[config.mk]
export PLATFORM = sky130hd
export DESIGN_NAME = qfa_sqrt
export DESIGN_NICKNAME = d
export VERILOG_FILES = /design/src/rtl/core/qfa_pkg.sv /design/src/rtl/core/qfa_sqrt.sv
export SDC_FILE = /design/constraint.sdc
export NUM_CORES = 2
export LEC_CHECK = 0
export BUFFER_PORTS_ARGS = -buffer_cell sky130_fd_sc_hd__buf_2
export CAP_MARGIN = 20
export CORE_MARGIN = 4
export CORE_UTILIZATION = 55
export CTS_BUF_LIST = sky130_fd_sc_hd__clkbuf_4
export DETAILED_ROUTE_END_ITERATION = 12
export PLACE_DENSITY = 0.78
export SYNTH_ARGS = -nofsm -noshare
export SYNTH_HDL_FRONTEND = slang
export SYNTH_SLANG_ARGS = --single-unit
[constraint.sdc]
create_clock -name clock -period 3.05 [get_ports clock]
set_input_delay 0.4575 -clock clock [delete_from_list [all_inputs] [get_ports clock]]
set_output_delay 0.4575 -clock clock [all_outputs]
set_load 0.05 [all_outputs]
[src/rtl/core/qfa_pkg.sv]
// Shared types and widths for the quad face area datapath.
`timescale 1ns / 1ps
`default_nettype none
package qfa_pkg;

   localparam int COORD_W    = 24;
   localparam int DIFF_W     = COORD_W + 1;
   localparam int LEN_RAD_W  = 2 * DIFF_W;
   localparam int LEN_W      = LEN_RAD_W / 2;
   localparam int PERIM_W    = LEN_W + 2;
   localparam int FAC_W      = LEN_W + 1;
   localparam int PX_W       = PERIM_W + FAC_W;
   localparam int PY_W       = 2 * FAC_W;
   localparam int SPLIT_W    = 26;
   localparam int HRN_RAD_W  = PX_W + PY_W + 1;
   localparam int HRN_ROOT_W = HRN_RAD_W / 2;
   localparam int AREA_W     = 40;
   localparam int SUM_W      = HRN_ROOT_W + 3;
   localparam int AREA_SHIFT = 15;

   typedef struct packed {
      logic signed [COORD_W-1:0] v0_x;
      logic signed [COORD_W-1:0] v0_y;
      logic signed [COORD_W-1:0] v0_z;
      logic signed [COORD_W-1:0] v1_x;
      logic signed [COORD_W-1:0] v1_y;
      logic signed [COORD_W-1:0] v1_z;
      logic signed [COORD_W-1:0] v2_x;
      logic signed [COORD_W-1:0] v2_y;
      logic signed [COORD_W-1:0] v2_z;
      logic signed [COORD_W-1:0] v3_x;
      logic signed [COORD_W-1:0] v3_y;
      logic signed [COORD_W-1:0] v3_z;
   } req_type;

   typedef struct packed {
      logic [AREA_W-1:0] face_area;
      logic              radicand_clamped;
   } rsp_type;

endpackage
`default_nettype wire

[src/rtl/core/qfa_sqrt.sv]
// Pipelined integer square root, one result bit per stage, with remainder.
`timescale 1ns / 1ps
`default_nettype none
module qfa_sqrt #(
   parameter int RAD_W = qfa_pkg::LEN_RAD_W
) (
   input  logic               clock,
   input  logic [RAD_W-1:0]   rad_i,
   output logic [RAD_W/2-1:0] root_o,
   output logic [RAD_W/2:0]   rem_o
);

   localparam int ROOT_W = RAD_W / 2;
   localparam int REM_W  = ROOT_W + 2;

   logic [REM_W-1:0]  rem_ff  [ROOT_W];
   logic [ROOT_W-1:0] root_ff [ROOT_W];
   logic [RAD_W-1:0]  rad_ff  [ROOT_W];

   genvar k;
   generate
      for (k = 0; k < ROOT_W; k++) begin : g_step
         logic [REM_W-1:0]  rem_pv;
         logic [REM_W-1:0]  rem_sh;
         logic [REM_W-1:0]  trial;
         logic [REM_W-1:0]  rem_in;
         logic [ROOT_W-1:0] root_pv;
         logic [ROOT_W-1:0] root_in;
         logic [RAD_W-1:0]  rad_pv;
         logic [RAD_W-1:0]  rad_in;
         logic              ge;

         if (k == 0) begin : g_first
            assign rem_pv  = '0;
            assign root_pv = '0;
            assign rad_pv  = rad_i;
         end else begin : g_next
            assign rem_pv  = rem_ff[k-1];
            assign root_pv = root_ff[k-1];
            assign rad_pv  = rad_ff[k-1];
         end

         assign rem_sh  = {rem_pv[ROOT_W-1:0], rad_pv[RAD_W-1 -: 2]};
         assign trial   = {root_pv, 2'b01};
         assign ge      = (rem_sh >= trial);
         assign rem_in  = ge ? (rem_sh - trial) : rem_sh;
         assign root_in = {root_pv[ROOT_W-2:0], ge};
         assign rad_in  = {rad_pv[RAD_W-3:0], 2'b00};

         always_ff @(posedge clock) begin
            rem_ff[k]  <= rem_in;
            root_ff[k] <= root_in;
            rad_ff[k]  <= rad_in;
         end
      end
   endgenerate

   assign root_o = root_ff[ROOT_W-1];
   assign rem_o  = rem_ff[ROOT_W-1][ROOT_W:0];

endmodule
`default_nettype wire
==> key figures <==
Drt
  – Final WL: 114 mm
  – First DRT Iteration DRCs: 2,141
  – Routed vias/inst: 5.17
  – First drt pass iteration count: 5
  – Wire length per cell: 14.9 um
  – DR vias: 39.4k
  – Drt drc: 0
  – Routed Antenna Nets: 0

Timing
  – Slew margin rel.: 47.0%
  – Worst hold slack: 0.251 ns
  – Worst-margin pin slew: 0.793 ns
  – Fin crit period: 3.20 ns
  – Final worst path period share: 105%
  – Final slew viol count: 0
  – Setup TNS: -1.30 ns
  – Highest clock rate: 312 MHz
  – Count of final hold-check violations: 0
  – Setup-failing EPs final: 24
  – PnR worst setup slack: -0.151 ns
  – RSZ-0062 raised after global routing: true
  – Skew final: 0.131 ns

Place
  – DP Area: 58,300 um2
  – Placed cell count: 6,845
  – RePlAce Congestion: 0.916
  – Port Buffers: 101
  – Hpwl dp: 78.0 mm

Yosys
  – Synth cell count leaders: dfxtp_1, inv_1, nand2_1
  – Syn. warnings: 0
  – Main synth FF type: dfxtp_1
  – Most common cell in the synthesized netlist: dfxtp_1
  – Count of different cell masters after synthesis: 79
  – Number of synthesized flops with an enable pin: 0
  – Synth Cell Area: 55,000 um2
  – Largest cells by area after synthesis: dfxtp_1, ha_1, xor2_1
  – Area leader, netlist: dfxtp_1
  – Syn_nets: 5,769
  – Post-synth ARST share: 0%
  – Syn Inst Count: 5,365
  – Yosys top cell area share: 55.3%
  – Sequential area share after synthesis: 55.3%
  – Synth Register Bits: 1,518
  – Synth Area per Inst: 10.2 um2

Critical path
  – Reg2Reg Depth: 10
  – Startpoint Class: register
  – WP data required: 4.09 ns
  – Critical Path AT: 4.24 ns
  – Critical path class: register to register
  – Crit-path max FO: 8
  – Nature of the critical path endpoint: register

Clock network
  – TritonCTS Sinks: 1,518
  – CTS Buf Count: 374
  – Clk Latency, worst-skew pair: 1.17 ns
  – CTS tree: built
  – # H-tree levels: 5
  – Max clock buf depth: 4
  – Clock-pin slew on the worst setup and hold paths: 0.08 ns
  – Root Driver: clkbuf_4

Layout
  – Final net count: 6,495
  – Post-Layout Cell Count: 7,631
  – Final Cell Area: 65,600 um2
  – Finished Core Util: 66.5%
  – Share of cells above drive strength 1: 18.5%
  – Area growth, synth to finish: 19.3%
  – Register area: 30,400 um2
  – Multi-input logic area: 23,600 um2
  – Fillers: 7,425

Flow run
  – Max Cap Viol: 0

Min path
  – HP Class: register to register
  – Hold depth: 0

Global routing
  – Total GRT Usage: 20.7%
  – Vias in the first global route: 39.2k
  – First-pass GRT wire length: 181 mm
  – Largest net degree at the start of global routing: 39
  – Antenna violations before repair: 2
  – Grt ovf: 0

Die
  – Initial Util: 55.7%
  – # IOs: 102
  – Row count: 115
  – Die span in y: 324 um
  – Die Wd: 324 um
  – Die area: 105,000 um2
  – Core ar.: 98,700 um2

Power and ir drop
  – Comb pwr share: 23.2%
  – Net Switching: 16.7 mW
  – VDD IR max: 0.522 mV
  – Switching share of power: 30.9%
  – Leakage power: 31.7 nW
  – Pint: 37.4 mW
  – Cell Pwr Density: 825 nW/um2
  – Clock network fraction of total power: 29.1%
  – Reg power frac: 47.7%

Status
  – Violated checks: negative setup slack
  – Status: complete, but fails checks
==> area by class of cell <==
cell class / count / area share, %
sequential: 1518 / 46.3
multi-input combinational: 3301 / 36.0
clock buffer: 527 / 6.03
timing repair buffer: 444 / 5.76
inverter: 452 / 2.59
tap: 1287 / 2.45
clock inverter: 95 / 0.805
antenna: 7 / 0.0267
==> final timing paths <==
path / startpoint / to / slack (ns)
worst max register to register: rem_ff[1][92] / rem_ff[2][24] / -0.15
worst max-delay path: rem_ff[1][92] / rem_ff[2][24] / -0.15
worst min-delay path: rad_ff[0][21] / rad_ff[0][71] / 0.25
worst min register to register: rad_ff[0][21] / rad_ff[0][71] / 0.25
==> layout by cell type (no fill, tap or decap), types with 40 or more instances in the layout <==
cell	count
a21o_1	139
a21oi_1	277
buf_2	101
buf_4	198
clkbuf_4	527
clkinv_1	68
dfxtp_1	1509
dlygate4sd3_1	101
ha_1	343
inv_1	447
mux2_2	54
nand2_1	351
nand2b_1	65
nand3_1	76
nand4_1	56
nor2_1	305
nor2b_1	58
nor3_1	122
nor4_1	53
o21a_1	83
o21ai_0	257
o21ai_1	40
or3_1	42
xnor2_1	215
xor2_1	245
==> worst max-delay path: stages, from the launching register on <==
cell and delay [ns]:
dfxtp_2 0.32, or4_4 0.51, or3_4 0.34, or4_4 0.43, or3_4 0.36, nor3_4 0.16
o211ai_1 0.18, a211oi_2 0.23, or3_4 0.30, nor4_2 0.07, xor2_1 0.15
==> through the flow <==
stage | total power [mW] | setup WS, ns
floorplan | 34.0 | 0.0253
global placement | 37.2 | -0.0862
detailed placement | 37.5 | -0.208
CTS | 53.8 | -0.0894
global route | 57.5 | -0.231
finish | 54.1 | -0.151
==> flip-flops by register name (all words and copies together) (netlist names) <==
register  count
rem_ff      593
rad_ff      600
root_ff     325
==> power groups by stage <==
stage	clock (mW)	sequential, mW	combinational, mW
floorplan	0	26.0	7.98
global placement	0	26.1	11.2
detailed placement	0	26.1	11.4
CTS	16.3	25.7	11.8
global route	17.4	26.2	13.9
finish	15.8	25.8	12.6
==> per-layer routing <==
layer	global-route usage (%)	part of all wire [%]	routed length, um	up-vias
li1	-	-	-	20000
met1	24.6	43	48800	18200
met3	3.89	4.5	5080	310
met4	10.2	3.6	4040	0
met5	0	0	0	-
met2	36.2	49	55700	1001
==> cell families after synthesis <==
logic type	share of synthesized area, %
xor+xnor	7.36
other cells	0.00682
simple gates	11.8
flops	55.3
fa+ha+maj	8.04
compound gates	12.3
mux	1.37
buf+inv	3.76
==> timing repair <==
item,CTS,global route
gates cloned,3,17
gates resized for setup,50,250
buffers inserted,11,27
hold buffers,101,0
endpoints found under the setup margin,126,318
pin swaps,29,72
hold endpoints to repair,51,0
Note: power is estimated with default switching activity, not from simulation.
